`src/lkrm_pkg.sv`:
```
package lkrm_pkg;

  localparam int ID_SLOTS = 8;
  localparam int ID_BITS  = 3;

  // received item kinds
  localparam logic [3:0] K_REQ_DOCK    = 4'd0;
  localparam logic [3:0] K_REQ_MECH    = 4'd1;
  localparam logic [3:0] K_REL_DOCK    = 4'd2;
  localparam logic [3:0] K_REL_MECH    = 4'd3;
  localparam logic [3:0] K_REPLY_DOCK  = 4'd4;
  localparam logic [3:0] K_REPLY_MECH  = 4'd5;
  localparam logic [3:0] K_RETURN      = 4'd6;
  localparam logic [3:0] K_POLL        = 4'd7;
  localparam logic [3:0] K_REPAIR_DONE = 4'd8;
  localparam logic [3:0] K_IGNORED     = 4'd15;

  // outgoing message kinds
  localparam logic [2:0] M_NONE       = 3'd0;
  localparam logic [2:0] M_REPLY_DOCK = 3'd1;
  localparam logic [2:0] M_REPLY_MECH = 3'd2;
  localparam logic [2:0] M_REQ_DOCK   = 3'd3;
  localparam logic [2:0] M_REQ_MECH   = 3'd4;
  localparam logic [2:0] M_REL_DOCK   = 3'd5;
  localparam logic [2:0] M_REL_MECH   = 3'd6;

  // mode flag bits
  localparam int F_DOCK_REQ  = 0;
  localparam int F_IN_DOCK   = 1;
  localparam int F_WANT_MECH = 2;
  localparam int F_REPAIR    = 3;

  // register indexes
  localparam logic [1:0] R_OWN_ID     = 2'd0;
  localparam logic [1:0] R_NODE_COUNT = 2'd1;
  localparam logic [1:0] R_DOCK_COUNT = 2'd2;
  localparam logic [1:0] R_MECH_TOTAL = 2'd3;

  typedef struct packed {
    logic [3:0]  kind;
    logic [2:0]  sender;
    logic [31:0] stamp;
    logic [7:0]  mechanics;
  } in_item_t;

  typedef struct packed {
    logic [2:0]  msg_kind;
    logic [2:0]  dest;
    logic [31:0] out_stamp;
    logic [7:0]  out_mechanics;
    logic        docked;
    logic        repairing;
    logic        last;
  } out_item_t;

endpackage

```
`src/lamport_k_resource_mutex_node_unit.sv`:
```
// channel   | ports                                  | transfer
// ----------+----------------------------------------+-----------------------------------
// input     | start, busy, in_data                   | start high while busy low
// result    | out_strobe, out_data                   | single-cycle strobe per result, no stall
// config    | psel penable pwrite paddr pwdata       | access phase with pready high
//           | prdata pready                          | reads return register value
//
// an item takes a decode step, then one message per cycle within a broadcast; a
// broadcast sends up to 7 messages and a repair done sends a dock release broadcast
// then a mechanics release broadcast. a poll adds a table scan over the 8-entry
// request memory per resource checked (at most two). busy is high from the transfer until
// the final result is on the port. reset is synchronous, active low; the request
// tables come up empty through per-entry valid bits, no clearing pass. results
// cannot be stalled by the receiver.
module lamport_k_resource_mutex_node_unit
  import lkrm_pkg::*;
#(
  parameter int NODES      = 8,
  parameter int STAMP_BITS = 32
) (
  input  logic        clk,
  input  logic        rst_n,
  input  logic        start,
  output logic        busy,
  input  in_item_t    in_data,
  output logic        out_strobe,
  output out_item_t   out_data,
  input  logic        psel,
  input  logic        penable,
  input  logic        pwrite,
  input  logic [3:0]  paddr,
  input  logic [31:0] pwdata,
  output logic [31:0] prdata,
  output logic        pready
);

  localparam int NODE_CAP = (NODES < ID_SLOTS) ? NODES : ID_SLOTS;
  localparam logic [3:0] NODE_CAP_V = 4'(NODE_CAP);
  localparam logic [STAMP_BITS-1:0] STAMP_MAX = {STAMP_BITS{1'b1}};
  localparam int SB = STAMP_BITS;

  typedef enum logic [3:0] {
    S_IDLE = 4'b0001,
    S_EXEC = 4'b0010,
    S_SCAN = 4'b0100,
    S_EMIT = 4'b1000
  } state_t;

  state_t          state_r;
  in_item_t        item_r;
  logic [2:0]      own_id_r;
  logic [3:0]      node_count_r;
  logic [3:0]      dock_count_r;
  logic [7:0]      mech_total_r;

  logic [SB-1:0]   clock_r;
  logic [SB-1:0]   own_dock_stamp_r;
  logic [SB-1:0]   own_mech_stamp_r;
  logic [3:0]      flags_r;
  logic [7:0]      own_need_r;
  logic [3:0]      dock_reply_r;
  logic [3:0]      mech_reply_r;
  logic [7:0]      def_dock_r;
  logic [7:0]      def_mech_r;

  // emitter
  logic [7:0]      emask_r;
  logic [2:0]      ekind_r;
  logic            etick_r;
  logic [7:0]      emech_r;
  logic            second_r;

  // table scan
  logic [3:0]      scan_i_r;
  logic            pend_r;
  logic [2:0]      idx_r;
  logic            scan_mech_r;
  logic [3:0]      rank_r;
  logic [10:0]     used_r;
  logic            me_ok_r;

  out_item_t       out_r;
  logic            out_strobe_r;

  // table ports
  logic               dock_wr, dock_clr, mech_wr, mech_clr;
  logic [2:0]         dock_waddr, mech_waddr;
  logic [SB-1:0]      dock_wdata;
  logic [SB+7:0]      mech_wdata;
  logic               rd_en;
  logic               dock_rvalid, mech_rvalid;
  logic [SB-1:0]      dock_rdata;
  logic [SB+7:0]      mech_rdata;

  // decode helpers
  logic [3:0]      eff;
  logic [3:0]      needed;
  logic [7:0]      bcast;
  logic            bad;
  logic [3:0]      ex_kind;
  logic [SB-1:0]   st;
  logic [SB-1:0]   inc_clk;
  logic [SB-1:0]   merged;
  logic [7:0]      snd_bit;
  logic            dock_pre;
  logic            mech_pre;
  logic            scan_done;
  logic            dock_ok;
  logic            mech_ok;
  logic            sc_valid;
  logic [SB-1:0]   sc_stamp;
  logic [SB-1:0]   sc_own;
  logic            sc_prec;
  logic [2:0]      first_dest;
  logic [7:0]      rest_mask;

  function automatic logic [SB-1:0] sat_inc(input logic [SB-1:0] x);
    sat_inc = (x == STAMP_MAX) ? x : x + 1'b1;
  endfunction

  function automatic logic [2:0] lowest(input logic [7:0] m);
    logic [2:0] r;
    r = '0;
    for (int i = 7; i >= 0; i--) begin
      if (m[i]) r = 3'(i);
    end
    lowest = r;
  endfunction

  always_comb begin
    eff    = (node_count_r > NODE_CAP_V) ? NODE_CAP_V : node_count_r;
    needed = (eff == 4'd0) ? 4'd0 : eff - 4'd1;
    for (int i = 0; i < ID_SLOTS; i++) begin
      bcast[i] = (4'(i) < eff) && (3'(i) != own_id_r);
    end
  end

  assign bad = (item_r.kind <= K_REPLY_MECH) &&
               ((item_r.sender == own_id_r) || ({1'b0, item_r.sender} >= eff));
  assign ex_kind = bad ? K_IGNORED : item_r.kind;
  assign st      = SB'(item_r.stamp);
  assign inc_clk = sat_inc(clock_r);
  assign merged  = sat_inc((st > clock_r) ? st : clock_r);
  assign snd_bit = 8'b1 << item_r.sender;

  assign dock_pre = flags_r[F_DOCK_REQ] && !flags_r[F_IN_DOCK] && (dock_reply_r >= needed);
  assign mech_pre = flags_r[F_IN_DOCK] && flags_r[F_WANT_MECH] && !flags_r[F_REPAIR] &&
                    (mech_reply_r >= needed);

  assign scan_done = (state_r == S_SCAN) && scan_i_r[3] && !pend_r;
  assign dock_ok   = me_ok_r && (rank_r < dock_count_r);
  assign mech_ok   = me_ok_r && ((used_r + 11'(own_need_r)) <= 11'(mech_total_r));

  // scanned entry against own request, ordered by stamp then id
  assign sc_valid = scan_mech_r ? mech_rvalid : dock_rvalid;
  assign sc_stamp = scan_mech_r ? mech_rdata[SB+7:8] : dock_rdata;
  assign sc_own   = scan_mech_r ? own_mech_stamp_r : own_dock_stamp_r;
  assign sc_prec  = (sc_stamp < sc_own) || ((sc_stamp == sc_own) && (idx_r < own_id_r));

  assign first_dest = lowest(emask_r);
  assign rest_mask  = emask_r & ~(8'b1 << first_dest);

  // table writes: remote requests and releases at decode, own entries on
  // return, repair done and dock admission
  always_comb begin
    dock_wr    = 1'b0;
    dock_clr   = 1'b0;
    dock_waddr = item_r.sender;
    dock_wdata = st;
    mech_wr    = 1'b0;
    mech_clr   = 1'b0;
    mech_waddr = item_r.sender;
    mech_wdata = {st, item_r.mechanics};
    if (state_r == S_EXEC) begin
      case (ex_kind)
        K_REQ_DOCK: dock_wr = 1'b1;
        K_REQ_MECH: mech_wr = 1'b1;
        K_REL_DOCK: dock_clr = 1'b1;
        K_REL_MECH: mech_clr = 1'b1;
        K_RETURN: begin
          dock_wr    = (flags_r == 4'd0);
          dock_waddr = own_id_r;
          dock_wdata = inc_clk;
        end
        K_REPAIR_DONE: begin
          dock_clr   = flags_r[F_REPAIR];
          mech_clr   = flags_r[F_REPAIR];
          dock_waddr = own_id_r;
          mech_waddr = own_id_r;
        end
        default: ;
      endcase
    end else if (scan_done && !scan_mech_r && dock_ok) begin
      mech_wr    = 1'b1;
      mech_waddr = own_id_r;
      mech_wdata = {inc_clk, own_need_r};
    end
  end

  assign rd_en = (state_r == S_SCAN) && !scan_i_r[3];

  lkrm_table #(.W(SB)) u_dock_table (
    .clk      (clk),
    .rst_n    (rst_n),
    .wr_en    (dock_wr),
    .clr_en   (dock_clr),
    .wr_addr  (dock_waddr),
    .wr_data  (dock_wdata),
    .rd_en    (rd_en),
    .rd_addr  (scan_i_r[2:0]),
    .rd_valid (dock_rvalid),
    .rd_data  (dock_rdata)
  );

  lkrm_table #(.W(SB + 8)) u_mech_table (
    .clk      (clk),
    .rst_n    (rst_n),
    .wr_en    (mech_wr),
    .clr_en   (mech_clr),
    .wr_addr  (mech_waddr),
    .wr_data  (mech_wdata),
    .rd_en    (rd_en),
    .rd_addr  (scan_i_r[2:0]),
    .rd_valid (mech_rvalid),
    .rd_data  (mech_rdata)
  );

  // configuration registers
  always_ff @(posedge clk) begin
    if (!rst_n) begin
      own_id_r     <= 3'd0;
      node_count_r <= 4'd8;
      dock_count_r <= 4'd4;
      mech_total_r <= 8'd20;
    end else if (psel && penable && pwrite) begin
      unique case (paddr[3:2])
        R_OWN_ID:     own_id_r     <= pwdata[2:0];
        R_NODE_COUNT: node_count_r <= pwdata[3:0];
        R_DOCK_COUNT: dock_count_r <= pwdata[3:0];
        R_MECH_TOTAL: mech_total_r <= pwdata[7:0];
        default: ;
      endcase
    end
  end

  always_comb begin
    unique case (paddr[3:2])
      R_OWN_ID:     prdata = {29'd0, own_id_r};
      R_NODE_COUNT: prdata = {28'd0, node_count_r};
      R_DOCK_COUNT: prdata = {28'd0, dock_count_r};
      R_MECH_TOTAL: prdata = {24'd0, mech_total_r};
      default:      prdata = '0;
    endcase
  end
  assign pready = 1'b1;

  always_ff @(posedge clk) begin
    if (start && (state_r == S_IDLE)) begin
      item_r <= in_data;
    end
  end

  // sequencer: decode, optional admission scans, then message emission
  always_ff @(posedge clk) begin
    if (!rst_n) begin
      state_r          <= S_IDLE;
      clock_r          <= '0;
      own_dock_stamp_r <= '0;
      own_mech_stamp_r <= '0;
      flags_r          <= '0;
      own_need_r       <= '0;
      dock_reply_r     <= '0;
      mech_reply_r     <= '0;
      def_dock_r       <= '0;
      def_mech_r       <= '0;
      emask_r          <= '0;
      second_r         <= 1'b0;
      scan_i_r         <= '0;
      pend_r           <= 1'b0;
      out_strobe_r     <= 1'b0;
    end else begin
      out_strobe_r <= 1'b0;
      unique case (state_r)
        S_IDLE: begin
          if (start) state_r <= S_EXEC;
        end

        S_EXEC: begin
          emask_r  <= '0;
          second_r <= 1'b0;
          etick_r  <= 1'b1;
          emech_r  <= '0;
          state_r  <= S_EMIT;
          case (ex_kind)
            K_REQ_DOCK: begin
              clock_r <= merged;
              ekind_r <= M_REPLY_DOCK;
              if (!flags_r[F_DOCK_REQ] || (st < own_dock_stamp_r) ||
                  ((st == own_dock_stamp_r) && (item_r.sender < own_id_r))) begin
                emask_r <= snd_bit;
              end else begin
                def_dock_r <= def_dock_r | snd_bit;
              end
            end
            K_REQ_MECH: begin
              clock_r <= merged;
              ekind_r <= M_REPLY_MECH;
              if (!flags_r[F_WANT_MECH] || (st < own_mech_stamp_r) ||
                  ((st == own_mech_stamp_r) && (item_r.sender < own_id_r))) begin
                emask_r <= snd_bit;
              end else begin
                def_mech_r <= def_mech_r | snd_bit;
              end
            end
            K_REL_DOCK: begin
              clock_r    <= merged;
              ekind_r    <= M_REPLY_DOCK;
              emask_r    <= def_dock_r;
              def_dock_r <= '0;
            end
            K_REL_MECH: begin
              clock_r    <= merged;
              ekind_r    <= M_REPLY_MECH;
              emask_r    <= def_mech_r;
              def_mech_r <= '0;
            end
            K_REPLY_DOCK: begin
              clock_r <= merged;
              if (dock_reply_r != 4'hf) dock_reply_r <= dock_reply_r + 4'd1;
            end
            K_REPLY_MECH: begin
              clock_r <= merged;
              if (mech_reply_r != 4'hf) mech_reply_r <= mech_reply_r + 4'd1;
            end
            K_RETURN: begin
              if (flags_r == 4'd0) begin
                own_need_r             <= item_r.mechanics;
                flags_r[F_DOCK_REQ]    <= 1'b1;
                own_dock_stamp_r       <= inc_clk;
                clock_r                <= inc_clk;
                dock_reply_r           <= '0;
                emask_r                <= bcast;
                ekind_r                <= M_REQ_DOCK;
                etick_r                <= 1'b0;
              end
            end
            K_POLL: begin
              scan_i_r <= '0;
              pend_r   <= 1'b0;
              rank_r   <= '0;
              used_r   <= '0;
              me_ok_r  <= 1'b0;
              if (dock_pre) begin
                scan_mech_r <= 1'b0;
                state_r     <= S_SCAN;
              end else if (mech_pre) begin
                scan_mech_r <= 1'b1;
                state_r     <= S_SCAN;
              end
            end
            K_REPAIR_DONE: begin
              if (flags_r[F_REPAIR]) begin
                flags_r  <= '0;
                clock_r  <= inc_clk;
                emask_r  <= bcast;
                ekind_r  <= M_REL_DOCK;
                etick_r  <= 1'b0;
                second_r <= 1'b1;
              end
            end
            default: ;
          endcase
        end

        S_SCAN: begin
          if (!scan_i_r[3]) scan_i_r <= scan_i_r + 4'd1;
          pend_r <= !scan_i_r[3];
          idx_r  <= scan_i_r[2:0];
          if (pend_r) begin
            if (idx_r == own_id_r) begin
              me_ok_r <= sc_valid && (sc_stamp == sc_own);
            end else if (sc_valid && sc_prec) begin
              rank_r <= rank_r + 4'd1;
              used_r <= used_r + 11'(mech_rdata[7:0]);
            end
          end
          if (scan_done) begin
            state_r <= S_EMIT;
            if (!scan_mech_r) begin
              if (dock_ok) begin
                flags_r[F_IN_DOCK]   <= 1'b1;
                flags_r[F_WANT_MECH] <= 1'b1;
                own_mech_stamp_r     <= inc_clk;
                clock_r              <= inc_clk;
                mech_reply_r         <= '0;
                emask_r              <= bcast;
                ekind_r              <= M_REQ_MECH;
                etick_r              <= 1'b0;
                emech_r              <= own_need_r;
                // with no replies needed the mechanics check follows at once
                if (needed == 4'd0) begin
                  state_r     <= S_SCAN;
                  scan_mech_r <= 1'b1;
                  scan_i_r    <= '0;
                  pend_r      <= 1'b0;
                  rank_r      <= '0;
                  used_r      <= '0;
                  me_ok_r     <= 1'b0;
                end
              end
            end else if (mech_ok) begin
              flags_r[F_REPAIR] <= 1'b1;
            end
          end
        end

        S_EMIT: begin
          if (emask_r != 8'd0) begin
            out_strobe_r          <= 1'b1;
            out_r.msg_kind        <= ekind_r;
            out_r.dest            <= first_dest;
            out_r.out_stamp       <= 32'(etick_r ? inc_clk : clock_r);
            out_r.out_mechanics   <= emech_r;
            out_r.docked          <= flags_r[F_IN_DOCK];
            out_r.repairing       <= flags_r[F_REPAIR];
            out_r.last            <= (rest_mask == 8'd0) && !second_r;
            if (etick_r) clock_r <= inc_clk;
            emask_r <= rest_mask;
            if ((rest_mask == 8'd0) && !second_r) state_r <= S_IDLE;
          end else if (second_r) begin
            // release of mechanics follows the dock release
            clock_r  <= inc_clk;
            emask_r  <= bcast;
            ekind_r  <= M_REL_MECH;
            second_r <= 1'b0;
          end else begin
            // nothing sent for this item: status only
            out_strobe_r        <= 1'b1;
            out_r.msg_kind      <= M_NONE;
            out_r.dest          <= '0;
            out_r.out_stamp     <= '0;
            out_r.out_mechanics <= '0;
            out_r.docked        <= flags_r[F_IN_DOCK];
            out_r.repairing     <= flags_r[F_REPAIR];
            out_r.last          <= 1'b1;
            state_r             <= S_IDLE;
          end
        end

        default: state_r <= S_IDLE;
      endcase
    end
  end

  assign busy       = (state_r != S_IDLE);
  assign out_strobe = out_strobe_r;
  assign out_data   = out_r;

  // repairing is only ever entered while a dock is held
  a_repair_in_dock: assert property (@(posedge clk) disable iff (!rst_n)
    flags_r[F_REPAIR] |-> flags_r[F_IN_DOCK])
    else $error("repairing without a dock");

  // the final result of an item leaves the block ready for the next
  a_last_frees: assert property (@(posedge clk) disable iff (!rst_n)
    (out_strobe && out_data.last) |-> !busy)
    else $error("busy after final result");

  // every result belongs to an item in progress
  a_strobe_busy: assert property (@(posedge clk) disable iff (!rst_n)
    out_strobe |-> $past(busy))
    else $error("result without an item");

  // an accepted item holds the block busy
  a_accept_busy: assert property (@(posedge clk) disable iff (!rst_n)
    (start && !busy) |=> busy)
    else $error("item accepted but not busy");

endmodule

```
`src/lkrm_table.sv`:
```
module lkrm_table
  import lkrm_pkg::*;
#(
  parameter int W = 32
) (
  input  logic               clk,
  input  logic               rst_n,
  input  logic               wr_en,
  input  logic               clr_en,
  input  logic [ID_BITS-1:0] wr_addr,
  input  logic [W-1:0]       wr_data,
  input  logic               rd_en,
  input  logic [ID_BITS-1:0] rd_addr,
  output logic               rd_valid,
  output logic [W-1:0]       rd_data
);

  logic [W-1:0]        mem [ID_SLOTS];
  logic [ID_SLOTS-1:0] valid_r;
  logic                rd_valid_r;
  logic [W-1:0]        rd_data_r;

  // per-entry valid bits, cleared at reset
  always_ff @(posedge clk) begin
    if (!rst_n) begin
      valid_r <= '0;
    end else if (wr_en) begin
      valid_r[wr_addr] <= 1'b1;
    end else if (clr_en) begin
      valid_r[wr_addr] <= 1'b0;
    end
  end

  always_ff @(posedge clk) begin
    if (wr_en) begin
      mem[wr_addr] <= wr_data;
    end
  end

  always_ff @(posedge clk) begin
    if (rd_en) begin
      rd_data_r  <= mem[rd_addr];
      rd_valid_r <= valid_r[rd_addr];
    end
  end

  assign rd_valid = rd_valid_r;
  assign rd_data  = rd_data_r;

endmodule
```
`config.mk`:
```
export PLATFORM = sky130hd
export DESIGN_NAME = lamport_k_resource_mutex_node_unit
export DESIGN_NICKNAME = d
export VERILOG_FILES = /design/src/lkrm_pkg.sv /design/src/lamport_k_resource_mutex_node_unit.sv /design/src/lkrm_table.sv
export SDC_FILE = /design/constraint.sdc
export NUM_CORES = 2
export LEC_CHECK = 0
export ABC_AREA = 1
export BUFFER_PORTS_ARGS = -buffer_cell sky130_fd_sc_hd__buf_2
export CORE_ASPECT_RATIO = 0.6
export CORE_UTILIZATION = 35
export DETAILED_ROUTE_END_ITERATION = 12
export GPL_TIMING_DRIVEN = 0
export HOLD_SLACK_MARGIN = 0.15
export SYNTH_ARGS = -nofsm -noshare
export SYNTH_HDL_FRONTEND = slang
export SYNTH_SLANG_ARGS = --single-unit
```
`constraint.sdc`:
```
create_clock -name clk -period 5.77 [get_ports clk]
set_clock_uncertainty 0.2 [all_clocks]
set_input_delay 0.2885 -clock clk [delete_from_list [all_inputs] [get_ports clk]]
set_output_delay 0.2885 -clock clk [all_outputs]
set_load 0.1 [all_outputs]
```
* Word-level counts from Yosys, hierarchy flattened
Memory sizes are Yosys's and may differ from the RTL's. A register that Yosys moved wholly into a read port is not among the register bits.
Index checks and enable logic that the tools add are counted.
** Word-level totals
- Register bits after elaboration :: 316
- Memory bits (writable) :: 576
- Input port bits :: 89
- Output and inout port bits :: 84
- Memories :: 2
** Operators by class
- Add/sub/neg operators :: 9
- Order comparisons :: 26
- Equal/unequal tests :: 59
- Shift operators :: 2
- Multiplexer cells :: 181
- Bitwise logic cells :: 11
- Reductions and logical operators :: 92
** Memories
- u_mech_table.mem :: depth 8, bits a word 40, rd ports 1, clocked after Yosys merged registers in 1, wr ports 1, line lkrm_table.sv:18 : logic [W-1:0] mem [ID_SLOTS];
- u_dock_table.mem :: depth 8, bits a word 32, rd ports 1, clocked after Yosys merged registers in 1, wr ports 1, line lkrm_table.sv:18
** Operator list (number)
- 32-bit 2-to-1 mux :: 15
- 32-bit case mux with 3 select lines :: 2
- 8-bit 2-to-1 mux :: 18
- 4-bit 2-to-1 mux :: 34
- 32-bit case mux with 4 select lines :: 1
- 49-bit 2-to-1 mux :: 2
- 32-bit == test :: 3
- 32-bit < comparator :: 3
- 11-bit 2-to-1 mux :: 8
- 40-bit 2-to-1 mux :: 2
- 3-bit 2-to-1 mux :: 23
- 32-bit by 1-bit adder with 32-bit output, second input constant :: 2
- 32-bit == test, second input constant :: 2
- 8-bit case mux with 2 select lines :: 3
- 8-bit case mux with 6 select lines :: 1
- 1-bit 2-to-1 mux :: 46
- 32-bit > comparator :: 1
- 1-bit logical AND :: 32
- 8-bit bitwise OR :: 4
- 4-bit case mux with 2 select lines :: 4
- 2-bit != test, second input constant :: 14
- 8-bit bitwise AND :: 3
- 8-bit inverter :: 3
- 8-bit case mux with 3 select lines :: 1
- other kinds (59) :: 153

* Depth between registers and ports, before layout
- Depth in word-level cells :: 18
- Mapped depth :: 30
- Gate-level depth less buffers :: 28

* By module
From an unflattened synthesis, not the netlist that was laid out.
** Second synthesis, totals
- Cell total of the unflattened synthesis :: 5880
- Area total of the unflattened synthesis :: 50054.3 um^2
** Modules (own cells, without submodules)
- lamport_k_resource_mutex_node_unit :: times used 1, cells each 3138, area each 21687.0 um^2, sequential area each 7226.9 um^2
- lkrm_table (u_mech_table) :: times used 1, cells each 1513, area each 15696.3 um^2, sequential area each 11000.6 um^2
- lkrm_table (u_dock_table) :: times used 1, cells each 1229, area each 12670.9 um^2, sequential area each 8838.5 um^2

* Worst setup path before layout
Ideal clock, no wire load.
- Kind :: reg-to-reg
- From :: reg state_r[2]
- To :: reg scan_i_r[0]
- Data arrival time :: 4.715 ns
- Path slack :: 0.784 ns
- Cell stages (with the launch flop) :: 9
- Cells stage by stage :: dfxtp_1 > inv_2 > nor3_4 > clkinv_1 > nor2_1 > nand2_1 > a21oi_1 > o21ai_0 > a21oi_1
** On the way
- Cells in the longest elaborated chain, start to end :: 5
- Elaborated cells on any way between the ends :: 9
- Classes of those cells :: eq/ne: 3; mux: 2; reduce/logical: 4
** RTL lines
- start: declaration :: line lamport_k_resource_mutex_node_unit.sv:49 : state_t state_r;
- start signal: assignment :: line lamport_k_resource_mutex_node_unit.sv:266 : state_r <= S_IDLE;
- start signal: assignment :: line lamport_k_resource_mutex_node_unit.sv:285 : if (start) state_r <= S_EXEC;
- start signal: assignment :: line lamport_k_resource_mutex_node_unit.sv:293 : state_r <= S_EMIT;
- 4-bit by 3-bit == test with 1-bit output :: line lamport_k_resource_mutex_node_unit.sv:150, lamport_k_resource_mutex_node_unit.sv:283
- 1-bit logical AND (2 in series) :: line lamport_k_resource_mutex_node_unit.sv:150 : assign scan_done = (state_r == S_SCAN) && scan_i_r[3] && !pend_r;
- 4-bit 2-to-1 mux :: line lamport_k_resource_mutex_node_unit.sv:387 : if (scan_done) begin
- 4-bit case mux with 2 select lines :: line lamport_k_resource_mutex_node_unit.sv:283 : unique case (state_r)
- end signal: assignment :: line lamport_k_resource_mutex_node_unit.sv:376 : if (!scan_i_r[3]) scan_i_r <= scan_i_r + 4'd1;
- end: declaration :: line lamport_k_resource_mutex_node_unit.sv:74 : logic [3:0] scan_i_r;
Several ways; a longest one is shown, not always the timed one.
A chain may end at the register's enable or synchronous reset.

==> impl_metrics.env <==
export IMPL_p_sw_mw=4.03
export IMPL_vdd_drop_max_mv=0.222
export IMPL_place_inst=6891
export IMPL_cp_start_kind="register"
export IMPL_worstPathMaxFanout=10
export IMPL_ys_ff_latch=963
export IMPL_ys_types=62
export IMPL_finalWorstSetupSlack_ps=109
export IMPL_antenna_found_initial=14
export IMPL_yosysWarningCount=0
export IMPL_nets=5586
export IMPL_die_area_um2=135000
export IMPL_vias=39200
export IMPL_cts_buffers=89
export IMPL_swShare_pct=25.8
export IMPL_outcome="complete, no violations"
export IMPL_power_frac_comb_pct=9.5
export IMPL_crit_required_ps=5950
export IMPL_grt_overflow=0
export IMPL_final_hold_viol_count=0
export IMPL_final_setup_tns_ps=0
export IMPL_synth_flop_cell="edfxtp_1"
export IMPL_clock_latency_ps=730
export IMPL_avgRoutedWirePerCell_um=24.4
export IMPL_area_growth_syn_to_layout_pct=16.6
export IMPL_tightest_slew_ps=1460
export IMPL_layout_drive_gt1_share_pct=7.78
export IMPL_synthTopCellsByArea="edfxtp_1 (50%), dfxtp_1 (7.9%), nor2_1 (6.5%), o21ai_0 (6.5%), nand2_1 (5.8%)"
export IMPL_clkPwrFrac_pct=41.3
export IMPL_netlist_area_um2=46600
export IMPL_drv_slew=0
export IMPL_setup_viol=0
export IMPL_drtIter0Drc=5523
export IMPL_cp_startpoint="scan_i_r[0]"
export IMPL_crit_slowest_cell="clkbuf_1"
export IMPL_cts_max_level=3
export IMPL_grt_pass1_wl_mm=248
export IMPL_ant_nets=0
export IMPL_synthTopCellsByCount="nor2_1 (809), edfxtp_1 (778), nand2_1 (721)"
export IMPL_min_from="pwdata[5]"
export IMPL_drv_cap=0
export IMPL_p_int_mw=11.6
export IMPL_clk_pin_slew_worst_paths_ps=70
export IMPL_crit_chain="clkbuf_1 > inv_1 > clkbuf_1 > clkbuf_1 > clkbuf_2 > clkbuf_1 > nor2_1 > o22ai_1 > nor2_1 > a31oi_1"
export IMPL_r2r_start="scan_i_r[0]"
export IMPL_async_reset_ff_share_pct=0
export IMPL_max_freq_mhz=177
export IMPL_post_route_period_util_pct=98.1
export IMPL_cp_data_arrival_time_ps=5840
export IMPL_synth_avg_cell_area_um2=9.45
export IMPL_power_total_mw=15.7
export IMPL_critPathKind="reg2reg"
export IMPL_postCtsSetupBuffers=0
export IMPL_grt_max_degree=40
export IMPL_p_per_area_nw_per_um2=288
export IMPL_min_path_type="in2reg"
export IMPL_synth_top_cell_by_area="edfxtp_1"
export IMPL_finalNonFillerCells=7175
export IMPL_route_detailed_drc=0
export IMPL_seq_power_share_pct=49.2
export IMPL_dr_pass1_iters=6
export IMPL_crit_top_cell="clkbuf_1"
export IMPL_cpLargestDelayFamily="buffers and inverters"
export IMPL_core_area_um2=132000
export IMPL_synth_cells=4932
export IMPL_start_util_pct=35.3
export IMPL_dieHeight_um=285
export IMPL_grt_use_total_pct=25.4
export IMPL_clk_path_buf_depth=3
export IMPL_die_x_um=473
export IMPL_rows=103
export IMPL_gp_congestion=1.03
export IMPL_grt_setup_unrepaired="false"
export IMPL_cts_root_buffer="clkbuf_16"
export IMPL_leakagePower_nw=20.3
export IMPL_cpPeakStageDelay_ps=980
export IMPL_clkSinkCount=963
export IMPL_synth_seq_area_share_pct=58.1
export IMPL_slew_headroom_pct=2.34
export IMPL_yosysTopAreaCellShare_pct=50.1
export IMPL_post_route_util_pct=41.2
export IMPL_vias_per_cell=5.46
export IMPL_cts_tree="built"
export IMPL_wl_mm=175
export IMPL_yosysMostFrequentCell="nor2_1"
export IMPL_synth_edf_count=778
export IMPL_detailed_place_hpwl_mm=135
export IMPL_port_buffer_count=121
export IMPL_dp_slack_ps=57.9
export IMPL_period_minus_slack_ps=5660
export IMPL_worst_path_buf_inv=6
export IMPL_crit_path_end_kind="register"
export IMPL_num_io_pins=173
export IMPL_grt_pass1_vias=35000
## stage by stage
| stage | hold slack [ps] | area [um2] |
|---|---|---|
| 5_1_grt | 224 | 54300 |
| 3_3_place_gp | 237 | 49500 |
| 3_5_place_dp | 243 | 50100 |
| 4_1_cts | 158 | 54300 |
| 6_report | 221 | 54300 |
| 2_1_floorplan | 187 | 46700 |
## final timing paths
kind | to | slack (ps) | depth (start not counted)
hold reg to reg | def_mech_r[4] | 250 | 2
setup reg to reg | u_mech_table.rd_data[38] | 110 | 10
hold / removal | mech_total_r[5] | 220 | 4
setup / recovery | u_mech_table.rd_data[38] | 110 | 10
## cells by family after synthesis
family                     synth area share [%]
DFF                                        58.1
muxes                                    0.0430
adders and majority gates                  4.89
xor gates and xnor gates                  0.771
AOI/OAI and AO/OA                          13.9
other                                    0.0161
buffers and inverters                      6.25
and+or+nand+nor                            16.0
## worst reg2reg max path: stages, from the launching register on
cell      delay (ps)
dfxtp_1          380
clkbuf_1         570
inv_1            220
clkbuf_1         700
clkbuf_1         980
clkbuf_2         690
clkbuf_1         530
nor2_1            90
o22ai_1          180
nor2_1            70
a31oi_1          700
## registers in the layout, indices dropped and copies added (netlist names), 4 cells and up, named ones only
name and cells:
u_mech_table.mem 320, u_dock_table.mem 256, out_data 49, u_mech_table.rd_data 40, clock_r 32, own_dock_stamp_r 32
own_mech_stamp_r 32, st 32, u_dock_table.rd_data 32, item_r 15, used_r 11, def_dock_r 8
def_mech_r 8, emask_r 8, emech_r 8, mech_total_r 8, own_need_r 8, dock_count_r 4
dock_reply_r 4, mech_reply_r 4, node_count_r 4, rank_r 4, scan_i_r 4, state_r 4
## power groups by stage
stage / clock network (mW) / registers, mW / logic, mW
floorplan: 0 / 7.80 / 0.836
global placement: 0 / 7.86 / 1.33
detailed placement: 0 / 7.85 / 1.37
CTS: 6.51 / 7.70 / 1.43
global route: 6.77 / 7.70 / 1.59
finish: 6.47 / 7.70 / 1.49
## layout by cell type (no fill, tap or decap), types with 8 or more instances in the layout
master / instances
nor2_1: 803
edfxtp_1: 778
nand2_1: 721
o21ai_0: 596
inv_1: 444
a21oi_1: 280
clkbuf_1: 212
dfxtp_1: 185
ha_1: 179
buf_2: 128
dlygate4sd3_1: 118
o22ai_1: 98
nand3_1: 97
clkbuf_16: 90
a31oi_1: 81
nand4_1: 54
a211oi_1: 51
nor3_1: 43
xor2_1: 36
buf_4: 35
inv_2: 27
conb_1: 27
clkinv_1: 22
buf_12: 20
o21ai_1: 19
o211ai_1: 18
nand2_2: 17
clkinv_2: 17
bufinv_16: 17
nor4_1: 15
a21oi_2: 12
buf_1: 11
nand3b_1: 11
or3_1: 9
nor2_2: 8
nor2_4: 8
## timing repair
item | 4_1_cts | 5_1_grt
setup endpoints to repair | 0 | 22
hold buffers | 118 | 0
endpoints found under the hold margin | 140 | 0
resized for setup | 0 | 9
## routing by layer
layer / GRT usage (%) / vias up / part of all wire [%]
met3: 11.2 / 168 / 16
met5: 0.853 / - / 0.10
met4: 3.85 / 4 / 1.3
met2: 29.9 / 2254 / 35
li1: - / 17800 / -
met1: 41.1 / 19000 / 48
## final cells by class
type | instances | area, um2
fillers | 12900 | 77500
repair buffers | 269 | 2270
flip-flops and latches | 963 | 27100
inverters | 478 | 1800
diodes | 3 | 7.51
clock buffers | 103 | 2300
multi-input cells | 3261 | 16800
plain buffers | 254 | 1120
well taps | 1785 | 2230
clock inverters | 59 | 761
(Power assumes the default switching activity.)
